### config.mk
export PLATFORM = sky130hd
export DESIGN_NAME = csode_ctrl
export DESIGN_NICKNAME = d
export VERILOG_FILES = /design/src/rtl/csode_pkg.sv /design/src/rtl/csode_ctrl.sv
export SDC_FILE = /design/constraint.sdc
export NUM_CORES = 1
export LEC_CHECK = 0
export BUFFER_PORTS_ARGS = -buffer_cell sky130_fd_sc_hd__buf_2
export CORE_ASPECT_RATIO = 1.25
export CORE_MARGIN = 8
export CORE_UTILIZATION = 57
export CTS_CLUSTER_SIZE = 28
export DETAILED_ROUTE_END_ITERATION = 12
export PLACE_DENSITY = 0.81
export SLEW_MARGIN = 5
export SYNTH_ARGS = -nofsm -noshare
export SYNTH_HDL_FRONTEND = slang
export SYNTH_SLANG_ARGS = --single-unit
### constraint.sdc
create_clock -name aclk -period 3.45 [get_ports aclk]
set_input_delay 0.5175 -clock aclk [delete_from_list [all_inputs] [get_ports aclk]]
set_output_delay 0.5175 -clock aclk [all_outputs]
set_load 0.005 [all_outputs]
### src/rtl/csode_pkg.sv
package csode_pkg;

    // Stream payloads
    typedef struct packed {
        logic              action;
        logic signed [31:0] excitation_in;
        logic signed [31:0] recovery_in;
    } in_item_t;

    typedef struct packed {
        logic signed [31:0] excitation_out;
        logic signed [31:0] recovery_out;
        logic               last_cell;
        logic               divide_saturated;
    } out_item_t;

    // Configuration map
    localparam int CFG_IDX_W  = 3;
    localparam int CFG_DATA_W = 31;
    localparam int ROW_W      = 13;
    localparam int COLCFG_W   = 10;

    typedef enum logic [CFG_IDX_W-1:0] {
        CFG_GRID_ROWS,
        CFG_GRID_COLS,
        CFG_DIFFUSION_GAIN,
        CFG_TIME_STEP,
        CFG_REACTION_GAIN,
        CFG_EXC_THRESHOLD,
        CFG_RECOVERY_OFFSET,
        CFG_RECOVERY_RATE
    } cfg_index_t;

    localparam logic [ROW_W-1:0]      RST_GRID_ROWS  = 13'd400;
    localparam logic [COLCFG_W-1:0]   RST_GRID_COLS  = 10'd400;
    localparam logic [CFG_DATA_W-1:0] RST_DIFFUSION  = 31'd3003122;
    localparam logic [CFG_DATA_W-1:0] RST_TIME_STEP  = 31'd375809;
    localparam logic [CFG_DATA_W-1:0] RST_REACTION   = 31'd134217728;
    localparam logic [CFG_DATA_W-1:0] RST_THRESHOLD  = 31'd1677722;
    localparam logic [CFG_DATA_W-1:0] RST_REC_OFFSET = 31'd1677722;
    localparam logic [CFG_DATA_W-1:0] RST_REC_RATE   = 31'd167772;

    // Coefficients as signed Q8.24 operands
    typedef struct packed {
        logic signed [31:0] alpha;
        logic signed [31:0] dt;
        logic signed [31:0] kk;
        logic signed [31:0] a;
        logic signed [31:0] b;
        logic signed [31:0] eps;
    } coef_t;

    // Q8.24 constants
    localparam logic signed [31:0] Q_ONE   = 32'sd16777216;
    localparam logic signed [31:0] Q_M1    = 32'sd1174405;
    localparam logic signed [31:0] Q_M2    = 32'sd5033165;
    localparam logic signed [31:0] S32_MAX = 32'sh7fffffff;
    localparam logic signed [31:0] S32_MIN = 32'sh80000000;

    // Divider: 32-bit magnitude shifted up by 24 fraction bits
    localparam int DIV_N_W   = 56;
    localparam int DIV_CNT_W = 6;

    typedef enum logic [4:0] {
        ST_IDLE, ST_RD0, ST_RD1, ST_RD2, ST_WR, ST_LAP,
        ST_M_ALPHA, ST_P_E1, ST_M_KE1, ST_P_T1, ST_M_T1, ST_P_T2,
        ST_M_T2, ST_P_T3, ST_M_E1R, ST_P_F, ST_M_DTF, ST_P_E2,
        ST_M_M1R, ST_P_NUM, ST_M_KE2, ST_P_K1, ST_M_K1, ST_P_H,
        ST_WAIT, ST_G, ST_M_GH, ST_P_GH, ST_M_DT, ST_P_R2, ST_OUT
    } ctrl_state_t;

    typedef enum logic [4:0] {
        OP_NONE, OP_LOAD, OP_RD_A, OP_RD_B, OP_GATHER, OP_LAP,
        OP_M_ALPHA, OP_P_E1, OP_M_KE1, OP_P_T1, OP_M_T1, OP_P_T2,
        OP_M_T2, OP_P_T3, OP_M_E1R, OP_P_F, OP_M_DTF, OP_P_E2,
        OP_M_M1R, OP_P_NUM, OP_M_KE2, OP_P_K1, OP_M_K1, OP_P_H,
        OP_G, OP_M_GH, OP_P_GH, OP_M_DT, OP_P_R2, OP_OUT
    } dp_op_t;

    typedef struct packed {
        dp_op_t op;
        logic   wr_en;
        logic   drain;
        logic   up_from_in;
        logic   last;
    } dp_cmd_t;

    typedef struct packed {
        logic div_done;
        logic out_free;
    } dp_status_t;

    function automatic logic signed [31:0] sat32(input logic signed [63:0] x);
        if (x > 64'sd2147483647) begin
            return S32_MAX;
        end else if (x < -64'sd2147483648) begin
            return S32_MIN;
        end
        return x[31:0];
    endfunction

    // Round half up, floor by 24, saturate
    function automatic logic signed [31:0] qround(input logic signed [63:0] p);
        logic signed [63:0] r;
        r = (p + 64'sd8388608) >>> 24;
        return sat32(r);
    endfunction

endpackage

### src/rtl/csode_ctrl.sv
module csode_ctrl
    import csode_pkg::*;
#(
    parameter int MAX_COLS = 512,
    parameter int MAX_ROWS = 4096,
    localparam int EA_W = $clog2(2 * MAX_COLS),
    localparam int CA_W = $clog2(MAX_COLS)
) (
    input  logic                aclk,
    input  logic                aresetn,
    input  logic                s_valid,
    input  logic                s_action,
    output logic                s_ready,
    input  logic [ROW_W-1:0]    grid_rows,
    input  logic [COLCFG_W-1:0] grid_cols,
    input  dp_status_t          status,
    output dp_cmd_t             cmd,
    output logic [EA_W-1:0]     rd_addr0,
    output logic [EA_W-1:0]     rd_addr1,
    output logic [EA_W-1:0]     wr_addr,
    output logic [CA_W-1:0]     rec_addr
);

    ctrl_state_t state_reg, state_next;

    logic [ROW_W-1:0] row_count_reg;
    logic [CA_W-1:0]  col_count_reg;
    logic             draining_reg;

    // per-request context
    logic [CA_W-1:0] c_reg, cl_reg, cr_reg;
    logic            slot_reg, drain_reg, up_in_reg, last_reg, wr_reg;

    logic [ROW_W-1:0]    rows_eff;
    logic [COLCFG_W-1:0] cols_eff;
    logic [ROW_W-1:0]    row_inc;
    logic [CA_W-1:0]     col_l, col_r;
    logic                accept, ignore, col_wrap;

    function automatic logic [EA_W-1:0] eaddr(input logic row_bit, input logic [CA_W-1:0] col);
        return row_bit ? EA_W'(MAX_COLS) + EA_W'(col) : EA_W'(col);
    endfunction

    assign rows_eff = (grid_rows < 13'd3) ? 13'd3 :
                      ((32'(grid_rows) > MAX_ROWS) ? ROW_W'(MAX_ROWS) : grid_rows);
    assign cols_eff = (grid_cols < 10'd3) ? 10'd3 :
                      ((32'(grid_cols) > MAX_COLS) ? COLCFG_W'(MAX_COLS) : grid_cols);

    assign accept   = s_valid && s_ready;
    assign ignore   = s_action ? !draining_reg : draining_reg;
    assign col_wrap = (32'(col_count_reg) + 32'd1) >= 32'(cols_eff);
    assign row_inc  = row_count_reg + 1'b1;
    // mirror at left and right edges
    assign col_l    = (col_count_reg == '0) ? CA_W'(1) : col_count_reg - 1'b1;
    assign col_r    = ((32'(col_count_reg) + 32'd1) < 32'(cols_eff)) ?
                      col_count_reg + 1'b1 : col_count_reg - 1'b1;

    always_ff @(posedge aclk) begin
        if (!aresetn) begin
            state_reg     <= ST_IDLE;
            row_count_reg <= '0;
            col_count_reg <= '0;
            draining_reg  <= 1'b0;
        end else begin
            state_reg <= state_next;
            if (accept && !ignore) begin
                if (s_action) begin
                    if (col_wrap) begin
                        col_count_reg <= '0;
                        row_count_reg <= '0;
                        draining_reg  <= 1'b0;
                    end else begin
                        col_count_reg <= col_count_reg + 1'b1;
                    end
                end else begin
                    if (col_wrap) begin
                        col_count_reg <= '0;
                        row_count_reg <= row_inc;
                        if (row_inc >= rows_eff) begin
                            draining_reg <= 1'b1;
                        end
                    end else begin
                        col_count_reg <= col_count_reg + 1'b1;
                    end
                end
            end
        end
    end

    always_ff @(posedge aclk) begin
        if (accept) begin
            c_reg     <= col_count_reg;
            cl_reg    <= col_l;
            cr_reg    <= col_r;
            slot_reg  <= row_count_reg[0];
            drain_reg <= s_action;
            up_in_reg <= (row_count_reg == 13'd1);
            last_reg  <= s_action && col_wrap;
            wr_reg    <= !s_action;
        end
    end

    // next state
    always_comb begin
        unique case (state_reg)
            ST_IDLE: begin
                if (accept && !ignore) begin
                    state_next = (!s_action && row_count_reg == '0) ? ST_WR : ST_RD0;
                end else begin
                    state_next = ST_IDLE;
                end
            end
            ST_WR:      state_next = ST_IDLE;
            ST_RD0:     state_next = ST_RD1;
            ST_RD1:     state_next = ST_RD2;
            ST_RD2:     state_next = ST_LAP;
            ST_LAP:     state_next = ST_M_ALPHA;
            ST_M_ALPHA: state_next = ST_P_E1;
            ST_P_E1:    state_next = ST_M_KE1;
            ST_M_KE1:   state_next = ST_P_T1;
            ST_P_T1:    state_next = ST_M_T1;
            ST_M_T1:    state_next = ST_P_T2;
            ST_P_T2:    state_next = ST_M_T2;
            ST_M_T2:    state_next = ST_P_T3;
            ST_P_T3:    state_next = ST_M_E1R;
            ST_M_E1R:   state_next = ST_P_F;
            ST_P_F:     state_next = ST_M_DTF;
            ST_M_DTF:   state_next = ST_P_E2;
            ST_P_E2:    state_next = ST_M_M1R;
            ST_M_M1R:   state_next = ST_P_NUM;
            ST_P_NUM:   state_next = ST_M_KE2;
            ST_M_KE2:   state_next = ST_P_K1;
            ST_P_K1:    state_next = ST_M_K1;
            ST_M_K1:    state_next = ST_P_H;
            ST_P_H:     state_next = ST_WAIT;
            ST_WAIT:    state_next = status.div_done ? ST_G : ST_WAIT;
            ST_G:       state_next = ST_M_GH;
            ST_M_GH:    state_next = ST_P_GH;
            ST_P_GH:    state_next = ST_M_DT;
            ST_M_DT:    state_next = ST_P_R2;
            ST_P_R2:    state_next = ST_OUT;
            ST_OUT:     state_next = status.out_free ? ST_IDLE : ST_OUT;
            default:    state_next = ST_IDLE;
        endcase
    end

    // outputs
    always_comb begin
        s_ready        = (state_reg == ST_IDLE);
        cmd.wr_en      = (state_reg == ST_WR) || (state_reg == ST_RD2 && wr_reg);
        cmd.drain      = drain_reg;
        cmd.up_from_in = up_in_reg;
        cmd.last       = last_reg;
        unique case (state_reg)
            ST_IDLE:    cmd.op = accept ? OP_LOAD : OP_NONE;
            ST_RD0:     cmd.op = OP_RD_A;
            ST_RD1:     cmd.op = OP_RD_B;
            ST_RD2:     cmd.op = OP_GATHER;
            ST_LAP:     cmd.op = OP_LAP;
            ST_M_ALPHA: cmd.op = OP_M_ALPHA;
            ST_P_E1:    cmd.op = OP_P_E1;
            ST_M_KE1:   cmd.op = OP_M_KE1;
            ST_P_T1:    cmd.op = OP_P_T1;
            ST_M_T1:    cmd.op = OP_M_T1;
            ST_P_T2:    cmd.op = OP_P_T2;
            ST_M_T2:    cmd.op = OP_M_T2;
            ST_P_T3:    cmd.op = OP_P_T3;
            ST_M_E1R:   cmd.op = OP_M_E1R;
            ST_P_F:     cmd.op = OP_P_F;
            ST_M_DTF:   cmd.op = OP_M_DTF;
            ST_P_E2:    cmd.op = OP_P_E2;
            ST_M_M1R:   cmd.op = OP_M_M1R;
            ST_P_NUM:   cmd.op = OP_P_NUM;
            ST_M_KE2:   cmd.op = OP_M_KE2;
            ST_P_K1:    cmd.op = OP_P_K1;
            ST_M_K1:    cmd.op = OP_M_K1;
            ST_P_H:     cmd.op = OP_P_H;
            ST_G:       cmd.op = OP_G;
            ST_M_GH:    cmd.op = OP_M_GH;
            ST_P_GH:    cmd.op = OP_P_GH;
            ST_M_DT:    cmd.op = OP_M_DT;
            ST_P_R2:    cmd.op = OP_P_R2;
            ST_OUT:     cmd.op = status.out_free ? OP_OUT : OP_NONE;
            default:    cmd.op = OP_NONE;
        endcase
    end

    // center row sits in the slot opposite the incoming row
    assign rd_addr0 = (state_reg == ST_RD1) ? eaddr(!slot_reg, cr_reg) : eaddr(!slot_reg, c_reg);
    assign rd_addr1 = (state_reg == ST_RD1) ? eaddr(slot_reg, c_reg) : eaddr(!slot_reg, cl_reg);
    assign wr_addr  = eaddr(slot_reg, c_reg);
    assign rec_addr = c_reg;

endmodule

==> run summary, run 1 <==
Pin placement for this block handled 78 I/O pins. The tools report the accumulated negative setup slack as 0 ns. The met2 routed wirelength is 5030 µm. The setup path with the least slack is of type reg -> reg.

Yosys instantiated no cell more often than sky130_fd_sc_hd__nand2_1. Entering global routing, the biggest net connects 30 pins. CTS placed an instance of sky130_fd_sc_hd__clkbuf_8 at the clock tree root. Buffers inserted during clock tree synthesis total 9.

Tracing the worst setup path back leads to its startpoint at col_count_reg[2]. The maximum fanout encountered on the critical timing path came out at 12. The largest voltage drop on the vdd net was 0.000195 V. By count the netlist is led by sky130_fd_sc_hd__nand2_1 (54), sky130_fd_sc_hd__nor2_1 (36), sky130_fd_sc_hd__nand3_1 (33), sky130_fd_sc_hd__a21oi_1 (32), sky130_fd_sc_hd__edfxtp_1 (32).

Data on the critical path is required at its endpoint by 3.66 ns. The tools report the total met3 wirelength after detailed routing as 570 µm. The aggregate routed wire length was 9750 µm; the highest clock frequency the design can meet was 313 MHz. The number of antenna diodes in the final layout is 0. Power spread over the standard cell area amounts to 349 mW/mm².

The top cell type's share of synthesized area was 0.224; the peak per-stage delay on the critical path was 0.55 ns. The flip-flop count of the largest register, all copies and words added is 13, and the final layout net count is 610. After detailed routing, the average wire length per cell comes to 15.0 µm.

The tools report the netlist area before placement as 0.00428 mm². Number of buffer and inverter instances along the worst setup path: 1. Critical path's slowest cell: sky130_fd_sc_hd__dfxtp_1. The post-synthesis to final-layout area growth is 12.7%. After synthesis, the cell types taking the most area are sky130_fd_sc_hd__edfxtp_1 (22%), sky130_fd_sc_hd__dfxtp_1 (13%), sky130_fd_sc_hd__ha_1 (8.5%). Among all flip-flop cells after synthesis, the most frequent one is sky130_fd_sc_hd__edfxtp_1. Dividing the synthesized area by the synthesized cell count gives 8.62 µm². The later pin in the worst-skew pair is clocked with a latency of 0.34 ns. Setup violations remaining at the end of the flow were counted as 0. For the number of global-route vias before repair, the log shows 3,674. The tools report the headroom to the max-slew limit as 0.505. After synthesis, the netlist uses 55 different library cells. The worst hold path begins at s_action. The quantity of I/O buffers inserted on ports works out to 77. The tools report the final weighted congestion in routability-driven placement as 0.944. The H-tree was split into 3 levels. The hold violation count in the final report was 0.

The overall routing resource usage is 0.189, and the clock-pin slew reported for the worst setup and hold paths after clock tree synthesis is 0.06 ns. The worst setup path is launched from a flop. Summed over all instances, the cell type with the most area after synthesis is sky130_fd_sc_hd__edfxtp_1. Routed signal wires occupy layers up through met4. The clock passes through at most 2 buffers.

When the netlist entered floorplanning its net count stood at 555. Overall power consumption after layout is estimated at 1.68 mW. Portion of the clock cycle consumed by the worst path in the final layout: 0.925.

The tools report the number of max-cap violations as 0. The flow ran to the end, and the final reports show no timing, DRC or antenna violations. The reg-to-reg startpoint was col_count_reg[2]. The floorplan step defined a core boundary enclosing 0.00731 mm².

The initial core utilization was 0.586; the number of placement rows was 35. Number of cells produced by synthesis: 497. The largest delay contributor family on the critical path is compound AO/OA/AOI/OAI gates.

Synthesis inferred 60 register bits. For the pin with the worst max-slew slack, the measured transition is 0.741 ns. The tools report the sequential share of the synthesized area as 0.355. The horizontal die dimension is 93.5 µm. For the final worst setup slack, the log shows 0.260 ns. The detailed router finished its first iteration with 208 violations. The die covers 0.0106 mm².

During synthesis, Yosys emitted a total of 0 warnings. The kind of end point of the critical path is a flop. The via count of the routed design is 3,837.

The signal on the critical path passes through and3_1 > nand3_1 > xnor2_1 > ha_1 > and4_1 > o21ai_2 > o32a_1 > buf_4 > o311ai_0 > o41ai_2. Height of the chip: 113 µm. The count of final max-slew check failures came out at 0. On the final layout, the worst clock skew is 0.00515 ns. The tools report the total iterations of the first detailed-routing run as 5. At the placement stage, the worst setup path has a slack of 0.170 ns. The first global-routing pass estimated 16,500 µm of wire.

Vias per cell: 5.91. The total overflow left after global routing is 0. Final hold analysis gives a worst-case slack of 0.519 ns. The leakage power figure was 2.10 nW; the wire length the detailed router placed on met1 was 3860 µm. The wire-length estimate of the detail-placed layout is 7510 µm.

For this run, design rule violations remaining after detail routing come to 0. The number of flops mapped to enable cells by yosys was 32; the initial antenna violation count was 0. TritonCTS built the clock tree. The fraction of final layout cells sized beyond drive strength 1 was 0.239; the signal arrival time at the worst endpoint was 3.40 ns.

The detail route stage leaves a number of antenna-violating nets equal to 0. Counting the fill cells in the layout gives 594. Setup repair after global routing left no endpoint under its margin.

Share of synthesized flip-flops with an asynchronous set or reset: 0. The path category of the worst min-delay check is in -> reg. After clock tree synthesis, the setup repair step added 0 buffers. The quantity of gates resized following cts came out at 0. CTS saw 60 sinks. Subtracting the final worst setup slack from the clock period gives 3.19 ns. After clock tree synthesis, the flow added hold-fix buffers numbering 0. The final cell utilization of the core is 0.660.
metal layers:
metal,global-route usage,up-vias
li1,-,1895
met1,0.208,1798
met2,0.329,123
met3,0.0318,21
met4,0.110,0
met5,0,-
through the flow:
| step | area [µm²] | std cells |
|---|---|---|
| 6_report | 4830 | 649 |
| 5_1_grt | 4830 | 649 |
| 4_1_cts | 4830 | 649 |
| 3_5_place_dp | 4650 | 633 |
| 3_3_place_gp | 4650 | 633 |
| 2_1_floorplan | 4280 | 497 |
cell usage in the layout, fill, tap and decap left out, types with 13 or more instances in the layout:
cell type	count
sky130_fd_sc_hd__ha_1	29
sky130_fd_sc_hd__xnor2_1	15
sky130_fd_sc_hd__o21ai_0	21
sky130_fd_sc_hd__nand3_1	33
sky130_fd_sc_hd__a21oi_1	32
sky130_fd_sc_hd__edfxtp_1	32
sky130_fd_sc_hd__nor3_1	13
sky130_fd_sc_hd__inv_1	16
sky130_fd_sc_hd__dfxtp_1	28
sky130_fd_sc_hd__buf_4	13
sky130_fd_sc_hd__nor2_1	36
sky130_fd_sc_hd__buf_2	77
sky130_fd_sc_hd__nand2_1	54
sky130_fd_sc_hd__mux2_2	19
cell type report:
class                   count  area, µm²  area share
multi-input cells         372       2450       0.509
flip-flops and latches     60       1520       0.315
repair buffers             90        483       0.100
clock buffers               9        124      0.0257
well taps                  92        115      0.0238
inverters                  19       71.3      0.0148
clock inverters             7       57.6      0.0119
logic make-up after synthesis:
logic type / count (synthesis) / share of synthesized area
and+or+nand+nor: 191 / 0.219
AOI/OAI and AO/OA: 108 / 0.168
buffers and inverters: 65 / 0.0718
DFF: 60 / 0.355
adders and majority gates: 29 / 0.0847
xor gates and xnor gates: 25 / 0.0511
muxes: 19 / 0.0499
worst register-to-register path, delay by kind of cell (launching register included):
family                   cells  cell delay, ns
AO/OA/AOI/OAI                4            1.05
XOR/XNOR                     1            0.45
adder cells (fa/ha/maj)      1            0.24
buffers and inverters        1            0.21
flip-flops                   1            0.55
AND/OR/NAND/NOR              3            0.54
path summary, 6_finish.rpt:
path,to,slack (ns),depth (start not counted)
worst min-delay path,drain_reg,0.52,1
worst max register to register,row_count_reg[7],0.26,10
worst max-delay path,row_count_reg[7],0.26,10
worst min register to register,draining_reg,0.53,2
report_power, final:
group / switching (mW) / total, mW / internal [mW]
clock: 0.259 / 0.582 / 0.323
sequential: 0.0195 / 0.817 / 0.798
combinational: 0.158 / 0.284 / 0.126
Power figures use the tool's default switching activity.
==> inputs of run 2 (changes only) <==
--- a/config.mk
+++ b/config.mk
@@ -8,10 +8,9 @@
 export BUFFER_PORTS_ARGS = -buffer_cell sky130_fd_sc_hd__buf_2
 export CORE_ASPECT_RATIO = 1.25
 export CORE_MARGIN = 8
-export CORE_UTILIZATION = 57
+export CORE_UTILIZATION = 40
 export CTS_CLUSTER_SIZE = 28
 export DETAILED_ROUTE_END_ITERATION = 12
-export PLACE_DENSITY = 0.81
 export SLEW_MARGIN = 5
 export SYNTH_ARGS = -nofsm -noshare
 export SYNTH_HDL_FRONTEND = slang
==> run summary, run 2 (synthesized netlist as in run 1, its figures left out) <==
The tools report the number of diodes as 0. The peak per-stage delay on the critical path was 0.53 ns. The kind of cell with the highest combined delay along the critical path is compound AO/OA/AOI/OAI gates. Summed over all layers, the global routing overflow is 0. The logs give 694 for the number of non-filler instances in the completed layout and 3.64 ns for the required time reported for the critical path endpoint.

The run finished with clean final reports. Entering global routing, the biggest net connects 30 pins. The core region is 0.0105 mm². The initial core utilization is 0.408, and the total iterations of the first detailed-routing run is 4. The run gives 0 as the initial antenna violation count. The tools report the accumulated negative setup slack as 0 ns.

The number of buffer and inverter instances along the worst setup path works out to 1. Wires add up to 10,400 µm. In the routed design, unresolved DRC markers number 0. The tools report the total clock sinks as 60. The first routing iteration left 198 violations.

The portion of the clock cycle consumed by the worst path in the final layout is 0.915, and the via count of the routed design is 3,798. The first global-routing pass estimated 17,100 µm of wire. The startpoint identified for the worst register-to-register timing path is col_count_reg[2]. The worst hold path was traced through 2 stages. Setup repair after global routing left no endpoint under its margin.

The fraction of final layout cells sized beyond drive strength 1 came out at 0.247. At the later pin of the worst-skew pair, clock insertion delay measures 0.33 ns. In this run the worst hold path is classified as reg -> reg. The die covers 0.0143 mm². Setup slack on the worst reg-to-reg path comes out at 0.29 ns.

The vias per cell was 5.47; the detailed-route wire length per cell was 14.9 µm. The type of the worst setup path is reg -> reg. Setup violations remaining at the end of the flow were counted as 0.

The longest clock path from root to sink contains 2 buffers. Leaving out fill and tap cells, the most frequent cell in the layout is sky130_fd_sc_hd__buf_2. The worst-case IR drop observed on VDD is 0.000187 V. Critical path's slowest cell: sky130_fd_sc_hd__dfxtp_1.

The post-detailed-placement half-perimeter wirelength came out at 7920 µm. The type of element launching the critical path is a flop. The signal arrival time at the worst endpoint came out at 3.35 ns.

The endpoint identified for the worst register-to-register timing path is row_count_reg[4]. The initialized floorplan defines 42 standard-cell rows. The total setup buffers inserted after CTS was 0; the hold buffer count at cts was 0. The tree is rooted in a sky130_fd_sc_hd__clkbuf_16. From bottom edge to top edge, the die measures 132 µm.

Of all nets on the critical path, the largest fanout is 12. The highest clock frequency the design can meet is 317 MHz. The count of final max-slew check failures came out at 0. Routability-driven placement finished with a final weighted congestion of 0.858. In this run the most critical hold path is launched from draining_reg. The critical path goes through and3_1 > nand3_1 > xnor2_1 > ha_1 > and4_1 > o21ai_2 > o32a_1 > buf_4 > o311ai_0 > o41ai_2. The minimum period implied by the final worst setup slack was 3.16 ns; the number of buffers added by the clock tree synthesis step was 9. The logs give 78 for the number of ports placed on the die boundary and 0 for the hold violation count in the final report. The worst setup path is captured at a flop. The number of gates resized after CTS was 0. Max-cap violations in this run came to 0.

TritonCTS built the clock tree. For the leakage power figure, the log shows 2.19 nW. The tools report the cell count after placement as 678.

The final layout contains 615 nets. The detail route stage leaves a number of antenna-violating nets equal to 0. The number of global-route vias before repair came out at 3,641. After clock tree synthesis, the clock-pin slew on the worst setup and hold paths is 0.05 ns. The quantity of I/O buffers inserted on ports was 77; the overall routing resource usage was 0.145.

The horizontal die dimension works out to 109 µm. The flip-flop count of the largest register, all copies and words added works out to 13. In the layout the commonest cells are sky130_fd_sc_hd__buf_2 (77), sky130_fd_sc_hd__nand2_1 (54), sky130_fd_sc_hd__nor2_1 (36). The tools report the endpoint of the worst hold-timing path as draining_reg. The post-synthesis to final-layout area growth was 19.0%. Between clock sinks in the finished design, the worst skew comes to 0.00852 ns. The tools report the maximum level of the CTS H-tree as 3.

Measured in cells, the most critical reg-to-reg path has a length of 10. For this design the ratio of total power to cell area is 430 mW/mm². The headroom to the max-slew limit is 0.489.

For the pin with the worst max-slew slack, the measured transition is 0.764 ns.
run 2: cell type report:
| cell class | count | area, µm² |
|---|---|---|
| Multi-Input combinational cell | 372 | 2450 |
| Fill cell | 1031 | 5410 |
| Tap cell | 132 | 165 |
| Clock inverter | 7 | 139 |
| Timing Repair Buffer | 95 | 520 |
| Sequential cell | 60 | 1520 |
| Inverter | 19 | 71.3 |
| Clock buffer | 9 | 225 |
run 2: worst max-delay path by stage:
stage                       endpoint  depth (start not counted)  slack [ns]             start
global route        row_count_reg[4]                         10        0.10  col_count_reg[2]
global placement    row_count_reg[5]                         11        0.27      grid_cols[6]
CTS                 row_count_reg[4]                         10        0.30  col_count_reg[2]
finish              row_count_reg[4]                         10        0.29  col_count_reg[2]
detailed placement  row_count_reg[3]                         11        0.25      grid_cols[6]
floorplan                  cr_reg[3]                          9        0.54      grid_cols[6]
run 2: where the power goes:
group / switching (mW) / internal [mW] / leakage [nW]
clock network: 0.313 / 0.775 / 0.169
logic: 0.166 / 0.128 / 1.48
registers: 0.0140 / 0.799 / 0.542
total: 0.492 / 1.70 / 2.19
run 2: worst register-to-register path, cell delays in order, from the launching register on:
cell	delay, ns
sky130_fd_sc_hd__dfxtp_1	0.53
sky130_fd_sc_hd__and3_1	0.25
sky130_fd_sc_hd__nand3_1	0.10
sky130_fd_sc_hd__xnor2_1	0.44
sky130_fd_sc_hd__ha_1	0.25
sky130_fd_sc_hd__and4_1	0.21
sky130_fd_sc_hd__o21ai_2	0.08
sky130_fd_sc_hd__o32a_1	0.41
sky130_fd_sc_hd__buf_4	0.19
sky130_fd_sc_hd__o311ai_0	0.41
sky130_fd_sc_hd__o41ai_2	0.14
run 2: per-stage QoR:
step           area [µm²]  hold WS [ns]  setup WS (ns)  power (mW)  utilization
6_report             5100         0.527          0.295        2.19        0.485
5_1_grt              5100         0.565          0.102        2.27        0.485
4_1_cts              5100         0.536          0.300        2.21        0.485
3_5_place_dp         4730         0.516          0.253        1.13        0.450
3_3_place_gp         4730         0.500          0.274        1.12        0.450
2_1_floorplan        4280         0.406          0.544        1.02            -
run 2: routing by layer:
metal / vias to the layer above / part of all wire / track usage
li1: 1909 / - / -
met3: 24 / 0.057 / 0.0298
met1: 1755 / 0.42 / 0.166
met2: 110 / 0.49 / 0.242
met5: - / 0 / 0
met4: 0 / 0.031 / 0.0786
